### config.mk
export PLATFORM = sky130hd
export DESIGN_NAME = indexed_list_store
export DESIGN_NICKNAME = d
export VERILOG_FILES = /design/src/rtl/ils_pkg.sv /design/src/rtl/indexed_list_store.sv /design/src/rtl/ils_ram.sv /design/src/rtl/ils_ctrl.sv /design/src/rtl/ils_datapath.sv
export SDC_FILE = /design/constraint.sdc
export NUM_CORES = 1
export LEC_CHECK = 0
export ABC_CLOCK_PERIOD_IN_PS = 4900
export BUFFER_PORTS_ARGS = -buffer_cell sky130_fd_sc_hd__buf_4
export CAP_MARGIN = 20
export CORE_UTILIZATION = 45
export CTS_CLUSTER_DIAMETER = 200
export DETAILED_ROUTE_END_ITERATION = 10
export HOLD_SLACK_MARGIN = 0.02
export PLACE_DENSITY = 0.72
export SYNTH_ARGS = -nofsm -noshare
export SYNTH_HDL_FRONTEND = slang
export SYNTH_SLANG_ARGS = --single-unit
### constraint.sdc
create_clock -name clk -period 4.9 [get_ports clk]
set_input_delay 0.735 -clock clk [delete_from_list [all_inputs] [get_ports clk]]
set_output_delay 0.735 -clock clk [all_outputs]
set_load 0.05 [all_outputs]
### src/rtl/ils_pkg.sv
`timescale 1ns / 1ps

package ils_pkg;

  localparam int REQ_W = 3;
  localparam int POS_W = 6;
  localparam int ST_W  = 2;

  localparam logic [REQ_W-1:0] REQ_APPEND = 3'd0;
  localparam logic [REQ_W-1:0] REQ_INSERT = 3'd1;
  localparam logic [REQ_W-1:0] REQ_READ   = 3'd2;
  localparam logic [REQ_W-1:0] REQ_REMOVE = 3'd3;
  localparam logic [REQ_W-1:0] REQ_CLEAR  = 3'd4;

  localparam logic [ST_W-1:0] ST_OK   = 2'd0;
  localparam logic [ST_W-1:0] ST_ERR  = 2'd1;
  localparam logic [ST_W-1:0] ST_FULL = 2'd2;

  // Commands from the controller to the datapath.
  typedef struct packed {
    logic capture;
    logic finish_early;
    logic start_shift;
    logic shift_run;
    logic finish_shift;
  } ils_cmd_t;

  // Status from the datapath to the controller.
  typedef struct packed {
    logic early;
    logic shift_done;
  } ils_stat_t;

endpackage

### src/rtl/indexed_list_store.sv
`timescale 1ns / 1ps

// Ordered list of CAPACITY words held in a single-port-pair RAM.
// Input: a word (request type, position, data) is taken on the rising edge at
// which start is high and busy is low. Request types are append, insert at a
// position, read, remove at a position and clear; for read and remove a negative
// position counts back from the end of the list, and an insert rejects it.
// Output: every request gives exactly one result word on out_*, shown for one
// cycle with out_valid high. The receiver cannot hold it off.
// Append, clear and rejected requests finish right after the decision step; a
// read fetches its entry and an insert or remove moves the entries behind the
// position in a shift phase first. Busy drops in the strobe cycle, so the next
// word may be taken at the edge that ends it; one item thus occupies the block
// until its result is shown. Shifting is done one entry a cycle through the
// RAM's single read and write port. Reset empties the list at once; no clearing
// pass is needed, as entries are only read after they were written.
module indexed_list_store #(
  parameter int CAPACITY  = 16,
  parameter int WORD_BITS = 32
) (
  input  logic                             clk,
  input  logic                             rst_n,
  input  logic                             start,
  output logic                             busy,
  input  logic [ils_pkg::REQ_W-1:0]        in_req_type,
  input  logic signed [ils_pkg::POS_W-1:0] in_position,
  input  logic [WORD_BITS-1:0]             in_word_in,
  output logic                             out_valid,
  output logic [WORD_BITS-1:0]             out_word_out,
  output logic [$clog2(CAPACITY+1)-1:0]    out_count_out,
  output logic [ils_pkg::ST_W-1:0]         out_status
);

  import ils_pkg::*;

  ils_cmd_t  cmd;
  ils_stat_t stat;

  ils_ctrl u_ctrl (
    .clk   (clk),
    .rst_n (rst_n),
    .start (start),
    .busy  (busy),
    .stat  (stat),
    .cmd   (cmd)
  );

  ils_datapath #(
    .CAPACITY  (CAPACITY),
    .WORD_BITS (WORD_BITS)
  ) u_datapath (
    .clk           (clk),
    .rst_n         (rst_n),
    .cmd           (cmd),
    .stat          (stat),
    .in_req_type   (in_req_type),
    .in_position   (in_position),
    .in_word_in    (in_word_in),
    .out_valid     (out_valid),
    .out_word_out  (out_word_out),
    .out_count_out (out_count_out),
    .out_status    (out_status)
  );

endmodule

### src/rtl/ils_ram.sv
`timescale 1ns / 1ps

module ils_ram #(
  parameter int WIDTH = 32,
  parameter int DEPTH = 16
) (
  input  logic                     clk,
  input  logic                     we,
  input  logic [$clog2(DEPTH)-1:0] waddr,
  input  logic [WIDTH-1:0]         wdata,
  input  logic                     re,
  input  logic [$clog2(DEPTH)-1:0] raddr,
  output logic [WIDTH-1:0]         rdata
);

  logic [WIDTH-1:0] mem [DEPTH];
  logic [WIDTH-1:0] rdata_r;

  always_ff @(posedge clk) begin
    if (we) begin
      mem[waddr] <= wdata;
    end
    if (re) begin
      rdata_r <= mem[raddr];
    end
  end

  assign rdata = rdata_r;

endmodule

### src/rtl/ils_ctrl.sv
`timescale 1ns / 1ps

module ils_ctrl (
  input  logic              clk,
  input  logic              rst_n,
  input  logic              start,
  output logic              busy,
  input  ils_pkg::ils_stat_t stat,
  output ils_pkg::ils_cmd_t  cmd
);

  import ils_pkg::*;

  localparam logic [1:0] S_IDLE   = 2'd0;
  localparam logic [1:0] S_DECIDE = 2'd1;
  localparam logic [1:0] S_SHIFT  = 2'd2;

  logic [1:0] state_r;
  logic [1:0] state_nxt;

  always_comb begin
    state_nxt = state_r;
    cmd       = '0;
    unique case (state_r)
      S_IDLE: begin
        if (start) begin
          cmd.capture = 1'b1;
          state_nxt   = S_DECIDE;
        end
      end
      S_DECIDE: begin
        if (stat.early) begin
          cmd.finish_early = 1'b1;
          state_nxt        = S_IDLE;
        end else begin
          cmd.start_shift = 1'b1;
          state_nxt       = S_SHIFT;
        end
      end
      S_SHIFT: begin
        if (stat.shift_done) begin
          cmd.finish_shift = 1'b1;
          state_nxt        = S_IDLE;
        end else begin
          cmd.shift_run = 1'b1;
        end
      end
      default: begin
        state_nxt = S_IDLE;
      end
    endcase
  end

  always_ff @(posedge clk) begin
    if (!rst_n) begin
      state_r <= S_IDLE;
    end else begin
      state_r <= state_nxt;
    end
  end

  assign busy = (state_r != S_IDLE);

  a_capture_decide: assert property (@(posedge clk) disable iff (!rst_n)
    cmd.capture |=> state_r == S_DECIDE)
    else $error("accepted word did not move to the decision step");

  a_finish_frees: assert property (@(posedge clk) disable iff (!rst_n)
    (cmd.finish_early || cmd.finish_shift) |=> !busy)
    else $error("block still busy after its result");

endmodule

### src/rtl/ils_datapath.sv
`timescale 1ns / 1ps

module ils_datapath #(
  parameter int CAPACITY  = 16,
  parameter int WORD_BITS = 32
) (
  input  logic                                clk,
  input  logic                                rst_n,
  input  ils_pkg::ils_cmd_t                   cmd,
  output ils_pkg::ils_stat_t                  stat,
  input  logic [ils_pkg::REQ_W-1:0]           in_req_type,
  input  logic signed [ils_pkg::POS_W-1:0]    in_position,
  input  logic [WORD_BITS-1:0]                in_word_in,
  output logic                                out_valid,
  output logic [WORD_BITS-1:0]                out_word_out,
  output logic [$clog2(CAPACITY+1)-1:0]       out_count_out,
  output logic [ils_pkg::ST_W-1:0]            out_status
);

  import ils_pkg::*;

  localparam int CNT_W = $clog2(CAPACITY + 1);
  localparam int IDX_W = $clog2(CAPACITY);
  localparam int SW    = ((CNT_W > POS_W) ? CNT_W : POS_W) + 2;

  logic [REQ_W-1:0]     req_r;
  logic [POS_W-1:0]     pos_r;
  logic [WORD_BITS-1:0] word_r;
  logic [CNT_W-1:0]     count_r;
  logic [CNT_W-1:0]     count_nxt;
  logic [IDX_W-1:0]     ptr_r;
  logic [IDX_W-1:0]     dst_r;
  logic [CNT_W-1:0]     rem_r;
  logic                 pend_r;
  logic                 grab_r;
  logic                 up_r;
  logic [WORD_BITS-1:0] res_word_r;
  logic                 out_valid_r;
  logic [WORD_BITS-1:0] out_word_r;
  logic [CNT_W-1:0]     out_count_r;
  logic [ST_W-1:0]      out_status_r;

  logic signed [SW-1:0] pos_s;
  logic signed [SW-1:0] n_s;
  logic signed [SW-1:0] adj_s;
  logic signed [SW-1:0] idx_s;
  logic                 neg;
  logic                 full;
  logic                 ins_err;
  logic                 acc_err;
  logic [CNT_W-1:0]     idx_c;
  logic [IDX_W-1:0]     idx_a;
  logic [CNT_W-1:0]     cnt_m1;
  logic [ST_W-1:0]      st;
  logic                 early;
  logic [CNT_W-1:0]     rem_start;
  logic [IDX_W-1:0]     ptr_start;

  logic                 ram_we;
  logic [IDX_W-1:0]     ram_waddr;
  logic [WORD_BITS-1:0] ram_wdata;
  logic                 ram_re;
  logic [IDX_W-1:0]     ram_raddr;
  logic [WORD_BITS-1:0] ram_rdata;

  // For read and remove, a negative position counts back from the end of the list; insert rejects it.
  always_comb begin
    neg     = pos_r[POS_W-1];
    pos_s   = signed'({{(SW-POS_W){pos_r[POS_W-1]}}, pos_r});
    n_s     = signed'({{(SW-CNT_W){1'b0}}, count_r});
    adj_s   = pos_s + n_s;
    idx_s   = neg ? adj_s : pos_s;
    idx_c   = idx_s[CNT_W-1:0];
    idx_a   = idx_s[IDX_W-1:0];
    cnt_m1  = count_r - CNT_W'(1);
    full    = (count_r >= CNT_W'(CAPACITY));
    ins_err = neg || (pos_s > n_s);
    acc_err = (count_r == '0) || (pos_s >= n_s) || (neg && adj_s[SW-1]);
  end

  always_comb begin
    st        = ST_OK;
    early     = 1'b1;
    rem_start = '0;
    ptr_start = idx_a;
    unique case (req_r) inside
      REQ_APPEND: begin
        st = full ? ST_FULL : ST_OK;
      end
      REQ_INSERT: begin
        st        = ins_err ? ST_ERR : (full ? ST_FULL : ST_OK);
        early     = (st != ST_OK);
        rem_start = count_r - idx_c;
        ptr_start = cnt_m1[IDX_W-1:0];
      end
      REQ_READ, REQ_REMOVE: begin
        st    = acc_err ? ST_ERR : ST_OK;
        early = acc_err;
        if (req_r == REQ_REMOVE) begin
          rem_start = count_r - idx_c - CNT_W'(1);
          ptr_start = idx_a + IDX_W'(1);
        end
      end
      REQ_CLEAR: begin
        st = ST_OK;
      end
      default: begin
        st = ST_ERR;
      end
    endcase
  end

  assign stat.early      = early;
  assign stat.shift_done = (rem_r == '0) && !pend_r && !grab_r;

  always_comb begin
    count_nxt = count_r;
    if (cmd.finish_early) begin
      if (req_r == REQ_APPEND && st == ST_OK) begin
        count_nxt = count_r + CNT_W'(1);
      end else if (req_r == REQ_CLEAR) begin
        count_nxt = '0;
      end
    end
    if (cmd.finish_shift) begin
      if (req_r == REQ_INSERT) begin
        count_nxt = count_r + CNT_W'(1);
      end else if (req_r == REQ_REMOVE) begin
        count_nxt = count_r - CNT_W'(1);
      end
    end
  end

  // Each move writes in the cycle after its read, so the write pointer trails the read pointer.
  always_comb begin
    ram_we    = 1'b0;
    ram_waddr = dst_r;
    ram_wdata = ram_rdata;
    if (cmd.shift_run && pend_r) begin
      ram_we = 1'b1;
    end else if (cmd.finish_early && req_r == REQ_APPEND && st == ST_OK) begin
      ram_we    = 1'b1;
      ram_waddr = count_r[IDX_W-1:0];
      ram_wdata = word_r;
    end else if (cmd.finish_shift && req_r == REQ_INSERT) begin
      ram_we    = 1'b1;
      ram_waddr = idx_a;
      ram_wdata = word_r;
    end
    ram_re    = (cmd.start_shift && req_r != REQ_INSERT) ||
                (cmd.shift_run && rem_r != '0);
    ram_raddr = cmd.start_shift ? idx_a : ptr_r;
  end

  ils_ram #(
    .WIDTH (WORD_BITS),
    .DEPTH (CAPACITY)
  ) u_ram (
    .clk   (clk),
    .we    (ram_we),
    .waddr (ram_waddr),
    .wdata (ram_wdata),
    .re    (ram_re),
    .raddr (ram_raddr),
    .rdata (ram_rdata)
  );

  always_ff @(posedge clk) begin
    if (cmd.capture) begin
      req_r  <= in_req_type;
      pos_r  <= in_position;
      word_r <= in_word_in;
    end
    if (cmd.start_shift) begin
      ptr_r <= ptr_start;
      up_r  <= (req_r == REQ_REMOVE);
    end else if (cmd.shift_run && rem_r != '0) begin
      ptr_r <= up_r ? ptr_r + IDX_W'(1) : ptr_r - IDX_W'(1);
      dst_r <= up_r ? ptr_r - IDX_W'(1) : ptr_r + IDX_W'(1);
    end
    if (cmd.shift_run && grab_r) begin
      res_word_r <= ram_rdata;
    end
    if (cmd.finish_early || cmd.finish_shift) begin
      out_word_r   <= (cmd.finish_shift && req_r != REQ_INSERT) ? res_word_r : '0;
      out_count_r  <= count_nxt;
      out_status_r <= cmd.finish_early ? st : ST_OK;
    end
  end

  always_ff @(posedge clk) begin
    if (!rst_n) begin
      count_r     <= '0;
      rem_r       <= '0;
      pend_r      <= 1'b0;
      grab_r      <= 1'b0;
      out_valid_r <= 1'b0;
    end else begin
      count_r     <= count_nxt;
      out_valid_r <= cmd.finish_early || cmd.finish_shift;
      if (cmd.start_shift) begin
        rem_r  <= rem_start;
        pend_r <= 1'b0;
        grab_r <= (req_r != REQ_INSERT);
      end else if (cmd.shift_run) begin
        grab_r <= 1'b0;
        pend_r <= (rem_r != '0);
        if (rem_r != '0) begin
          rem_r <= rem_r - CNT_W'(1);
        end
      end
    end
  end

  assign out_valid     = out_valid_r;
  assign out_word_out  = out_word_r;
  assign out_count_out = out_count_r;
  assign out_status    = out_status_r;

  a_count_cap: assert property (@(posedge clk) disable iff (!rst_n)
    count_r <= CNT_W'(CAPACITY))
    else $error("fill count beyond capacity");

  a_pend_run: assert property (@(posedge clk) disable iff (!rst_n)
    pend_r |-> cmd.shift_run)
    else $error("pending move dropped before it was written");

  a_single_strobe: assert property (@(posedge clk) disable iff (!rst_n)
    out_valid_r |=> !out_valid_r)
    else $error("two result strobes in a row");

endmodule
# Word level (Yosys, flattened, before mapping)
# Memories as Yosys holds them, arrays and structs flattened. A register that Yosys moved wholly into a read port is not among the register bits.
# Cells that the tools add are included.
[totals]
regBits = 136
mem_bits_rw = 512
in_bits = 44
elab_cells = 124
n_memories = 1
[classes]
add_sub_neg = 9
magnitude_cmp = 3
eq_ne = 9
mux = 49
bitwise_logic = 2
reduce_logical = 35
[memory_table]
columns = ["name", "depth", "word_bits", "read_ports", "rd_clocked_by_memory_dff", "write_ports", "line_no", "source"]
rows = [
  ["u_datapath.u_ram.mem", 16, 32, 1, 1, 1, "ils_ram.sv:16", "logic [WIDTH-1:0] mem [DEPTH];"],
]
[ops]
columns = ["operator", "count"]
rows = [
  ["$mux 32", 3],
  ["$mux 5", 11],
  ["$mux 4", 9],
  ["$sub 5x1->5 const B", 3],
  ["$mux 1", 14],
  ["$mux 2", 7],
  ["$logic_and 1x1->1", 12],
  ["$logic_not 5->1", 2],
  ["$pmux 5 s2", 1],
  ["$reduce_bool 2->1", 5],
  ["$add 4x1->4 const B", 2],
  ["$pmux 2 s4", 1],
  ["$pmux 4 s2", 1],
  ["$add 6x6->7", 1],
  ["$eq 3x2->1 const B", 2],
  ["$ge 6x6->1", 1],
  ["$gt 6x6->1", 1],
  ["$pmux 2 s3", 1],
  ["$reduce_and 2->1", 3],
  ["$add 5x1->5 const B", 1],
  ["$ge 5x5->1 const B", 1],
  ["$logic_or 1x1->1", 5],
  ["$reduce_bool 5->1", 1],
  ["$sub 5x5->5", 1],
  ["13 further kinds", 18],
]

# Logic depth before layout (Yosys ltp)
[depth]
ltp_word = 13
mapped_depth = 15
depth_no_buf = 14

# By module
# From an unflattened synthesis, not the netlist that was laid out.
[unflattened]
hier_cells = 1344
hier_area_um2 = 26689.3
[by_module_without_submodules]
columns = ["mod", "instances", "cells_each", "area_per_inst_um2"]
rows = [
  ["ils_ram", 1, 838, 20155.6],
  ["ils_datapath", 1, 496, 6423.7],
  ["ils_ctrl", 1, 10, 110.1],
]

# Worst setup path after synthesis
# OpenSTA, ideal clock, no wires.
[synth_path]
kind = "flip-flop to flip-flop"
startpoint = "reg u_datapath.rem_r[0]"
endpoint = "mem u_datapath.u_ram.mem[1][0] (enable)"
setup_ns = 0.421
t_arrival_ns = 3.754
setup_slack_ns = 0.725
path_stages_with_launch = 11
path_buffers = 1
synth_period_minus_slack_ns = 4.175
path_cell_list = "dfxtp_1 > inv_1 > ha_1 > or4b_2 > nor3_1 > nand2_1 > o21ai_0 > clkbuf_1 > o221a_2 > nand2_1 > nor2_1"
[synth_via]
elab_chain_cells = 11
[synth_rtl]
columns = ["item", "line_no", "source"]
rows = [
  ["start, declared", "ils_datapath.sv:33", "logic [CNT_W-1:0] rem_r;"],
  ["start signal, assigned", "ils_datapath.sv:202", "rem_r <= rem_start;"],
  ["start signal, assigned", "ils_datapath.sv:209", "rem_r <= rem_r - CNT_W'(1);"],
  ["$logic_not 5->1 (*)", "ils_datapath.sv:114", "assign stat.shift_done = (rem_r == '0) && !pend_r && !grab_r;"],
  ["$logic_and 1x1->1 (*) (2 in a row)", "ils_datapath.sv:114", ""],
  ["$mux 1", "ils_ctrl.sv:41", "if (stat.shift_done) begin"],
  ["$mux 2 (*)", "ils_ctrl.sv:24", "unique case (state_r)"],
  ["$logic_and 1x1->1", "ils_datapath.sv:145", "end else if (cmd.finish_shift && req_r == REQ_INSERT) begin"],
  ["$mux 1", "ils_datapath.sv:145", ""],
  ["$mux 1", "ils_datapath.sv:141", "end else if (cmd.finish_early && req_r == REQ_APPEND && st == ST_OK) begin"],
  ["$mux 1", "ils_datapath.sv:139", "if (cmd.shift_run && pend_r) begin"],
  ["$mux 1", "ils_ram.sv:20", "if (we) begin"],
  ["$mux 1 (not written as such)", "ils_ram.sv:21", "mem[waddr] <= wdata;"],
  ["end, declared", "ils_ram.sv:16", ""],
]
# Mark *: on every way between the ends. The rest lies on a longest branch, timed or not.

# Worst setup path after layout
[layout_path]
startpoint = "reg u_datapath.count_r[4]"
endpoint = "reg u_datapath.u_ram.rdata_r[9], in the netlist u_datapath.u_ram.rdata[9] (read register of u_datapath.u_ram.mem), data pin"
[layout_via]
elab_chain_cells = 9
[layout_rtl]
columns = ["item", "line_no", "source"]
rows = [
  ["start, declared", "ils_datapath.sv:29", "logic [CNT_W-1:0] count_r;"],
  ["start signal, assigned", "ils_datapath.sv:199", "count_r <= count_nxt;"],
  ["$ge 5x5->1 / $gt 6x6->1 (equally long branches)", "ils_datapath.sv:76, ils_datapath.sv:77", ""],
  ["$mux 2 / $logic_or 1x1->1 (equally long branches)", "ils_datapath.sv:91, ils_datapath.sv:77", ""],
  ["$mux 2", "ils_datapath.sv:91", "st = ins_err ? ST_ERR : (full ? ST_FULL : ST_OK);"],
  ["$reduce_bool 2->1", "ils_datapath.sv:92", "early = (st != ST_OK);"],
  ["$pmux 1 s2 (*)", "ils_datapath.sv:86", "unique case (req_r) inside"],
  ["$mux 1 (*)", "ils_ctrl.sv:32", "if (stat.early) begin"],
  ["$mux 2 (*)", "ils_ctrl.sv:24", ""],
  ["$logic_and 1x1->1", "ils_datapath.sv:150", "ram_re = (cmd.start_shift && req_r != REQ_INSERT) ||"],
  ["$logic_or 1x1->1", "ils_datapath.sv:150", ""],
  ["end, declared", "ils_ram.sv:17", "logic [WIDTH-1:0] rdata_r;"],
]
# Marked as above.
# A chain may end at the register's enable or synchronous reset.

==> summary.txt <==
Run status
  – Outcome: finished clean

Yosys
  – Mapped Area: roughly 0.027 mm2
  – FF+latch count, synth: 680
  – Post-synth EDFFs: roughly 670
  – Async SR Flop Fraction: 0
  – Area contributors post-synth: edfxtp_1, mux2i_1, o22ai_1
  – Seq/Total Area, Yosys: 0.757
  – Post-synthesis cell count: 1548
  – Top FF cell, synth: edfxtp_1
  – Yosys Warn Count: 0
  – Post-Syn Nets: around 1600
  – Syn avg cell area: around 17 um2
  – Top-area cell type share of the netlist area: 0.746
  – Yosys cell types: around 60
  – Cell taking the most area after synthesis: edfxtp_1

Die
  – # IOs: 85
  – Die Wd: roughly 250 um
  – Core area: 0.0589 mm2
  – Row cnt: around 90
  – Die area: 0.0605 mm2
  – Die height: between 200 and 250 um
  – Initial core utilization: 0.455

Routing
  – Starting DRT DRC Count: roughly 1600
  – First-pass detailed-route iteration total: 8
  – WL final: approximately 63000 um
  – Met3 routed WL: 4880 um
  – # DRC: 0
  – Routed met2 length: between 30000 and 40000 um
  – DRT met1 WL: ~26000 um
  – Post-route ant nets: 0
  – Via count: about 15000
  – Highest Signal Layer: met4
  – Avg Vias per Cell: just under 6
  – Drt wl/cell: 25.0 um

Setup path
  – CP required: ~5200 ps
  – Worst setup EP type: flip-flop
  – Crit path DAT: ~4800 ps
  – Setup CP Type: reg -> reg
  – Crit-path max FO: 26
  – Worst Setup Start Kind: flip-flop

Power and ir drop
  – Pwr/cell area: around 390 mW/mm2
  – Sw Ratio: 0.207
  – Leak Pwr: approximately 11 nW
  – Sequential power share: 0.527
  – Clock power share: 0.428
  – Maximum VDD drop: approximately 350 uV
  – Logic gate share of total power: 0.044
  – Total Power: about 12 mW
  – Int Pwr: ~9.7 mW
  – Switching power: roughly 2.5 mW

Clocking
  – Post-CTS resize count: 0
  – Num CTS Buffers: between 60 and 70
  – Setup Buffers After CTS: 0
  – CTS Sinks: 680
  – Clock transition at path regs: about 60 ps
  – Clock Path Buffers: 3
  – Clk Latency, worst-skew pair: roughly 620 ps
  – CTS tree: yes
  – Post-CTS Hold Buffers: 0
  – CTS H-tree lvls: 3
  – Root buffer cell: clkbuf_16

Hold path
  – Hold Path Class: in -> reg

Place
  – Detailed-placement wirelength estimate: ~34000 um
  – Port Buf Inserts: 84
  – Final Wtd Congestion: approximately 0.9

Layout
  – Commonest cells after routing, fill and taps aside: edfxtp_1, mux2i_1, buf_4
  – Layout net count: 1756
  – Ant. Diodes: 0
  – Commonest non-fill, non-tap cell in the layout: edfxtp_1
  – Area Overhead vs Synth: 16.3%
  – Fill cell count: around 4500
  – Layout cells sized above 1: 0.182

Timing
  – Slew Limit Headroom: 0.403
  – Final Hold Vio Count: 0
  – Slew of the pin with the lowest slew margin: 893 ps
  – Setup Skew: 34.0 ps
  – FMAX: 224 MHz
  – Ratio of final minimum period to clock period: 0.910
  – Final setup TNS: 0 ps
  – Final Max Tran Viols: 0
  – Final setup violation count: 0
  – RSZ-0062 raised after global routing: false
  – Period minus WS final: 4460 ps

Run
  – Max-cap violation count: 0

Global route
  – GRT overflow: 0
  – Antenna violations before repair: 1
  – Largest net degree at the start of global routing: 42
  – Vias in the first global route: ~15000
  – GRT Total Usage: 0.208
  – First-pass GRT wire length: slightly above 90000 um
## sequential cells by signal, indices dropped and copies added (netlist names), 3 cells and up
name	flops
u_datapath.out_word_out	32
u_datapath.u_ram.rdata	32
u_datapath.word_r	32
u_datapath.u_ram.mem	512
u_datapath.res_word_r	32
u_datapath.pos_r	6
u_datapath.out_count_out	5
u_datapath.dst_r	4
u_datapath.req_r	3
u_datapath.count_r	5
u_datapath.ptr_r	4
u_datapath.rem_r	5
## power groups by stage
stage | registers [mW] | clock network [mW] | logic [mW]
2_1_floorplan | 6.60 | 0 | 0.301
3_3_place_gp | 6.57 | 0 | 0.531
3_5_place_dp | 6.57 | 0 | 0.541
4_1_cts | 6.45 | 5.32 | 0.544
5_1_grt | 6.45 | 5.55 | 0.578
6_report | 6.45 | 5.23 | 0.543
## cell type report
class                   count  area [um2]  share of cell area
inverters                  26         100             0.00321
repair buffers            149        1270              0.0407
clock inverters            38         409              0.0131
multi-input cells         764        6310               0.203
well taps                 773         967              0.0311
clock buffers              84        1830              0.0586
flip-flops and latches    680       20300               0.651
## critical path, cell delays in order, from the launching register on
cell,delay (ps)
dfxtp_1,530
inv_1,150
ha_1,380
nand4b_1,170
a21oi_1,70
or3_1,380
a211o_4,420
inv_4,260
mux2i_4,320
buf_4,210
buf_4,410
mux2i_1,250
o22ai_1,90
or4_1,520
## per-stage QoR
stage	std cells	instance area, um2	hold WS, ps	util	setup slack (ps)
after floorplan	1548	26800	422	-	725
after global placement	2392	28900	427	0.491	590
after detailed placement	2392	28900	432	0.491	449
after CTS	2514	31100	274	0.529	449
after global routing	2514	31100	284	0.529	182
final	2514	31100	299	0.529	441
## path summary, 6_finish.rpt
| path | startpoint | end | slack (ps) | cells after the start |
|---|---|---|---|---|
| max | u_datapath.count_r[4] | u_datapath.u_ram.rdata[9] | 440 | 13 |
| min | in_word_in[31] | u_datapath.word_r[31] | 300 | 1 |
| max reg2reg | u_datapath.count_r[4] | u_datapath.u_ram.rdata[9] | 440 | 13 |
| min reg2reg | u_datapath.u_ram.rdata[28] | u_datapath.res_word_r[28] | 440 | 0 |
## cells by family after synthesis
| kind of cell | synth area share |
|---|---|
| flops | 0.757 |
| mux | 0.111 |
| compound gates | 0.0538 |
| simple gates | 0.0438 |
| buf+inv | 0.0173 |
| fa+ha+maj | 0.0113 |
| xor+xnor | 0.00556 |
## Yosys cell counts, types with 3 or more instances
library cell	n
o22ai_1	130
o221ai_1	7
buf_4	4
and2_1	9
nor2b_1	4
dfxtp_1	15
nand2b_1	9
a21boi_0	4
nor3_1	7
o221a_2	3
xor2_1	6
edfxtp_1	665
ha_1	21
xnor2_1	11
mux2_2	34
a221o_1	3
o21a_1	3
and3_1	33
or4_1	32
o31ai_1	3
nor3b_1	3
a221oi_1	3
a31oi_1	4
or3_1	7
o21ai_0	22
nor4b_1	4
mux2i_1	260
clkbuf_1	29
buf_2	44
nand3_1	12
o211ai_1	4
nor4_1	3
nor2_1	41
nand2_1	41
inv_1	25
a21oi_1	16
## per-layer routing
layer,global-route usage,up-vias
met3,0.0318,121
li1,-,6480
met4,0.0751,0
met1,0.280,7491
met5,0,-
met2,0.343,664
Power figures use the tool's default switching activity.
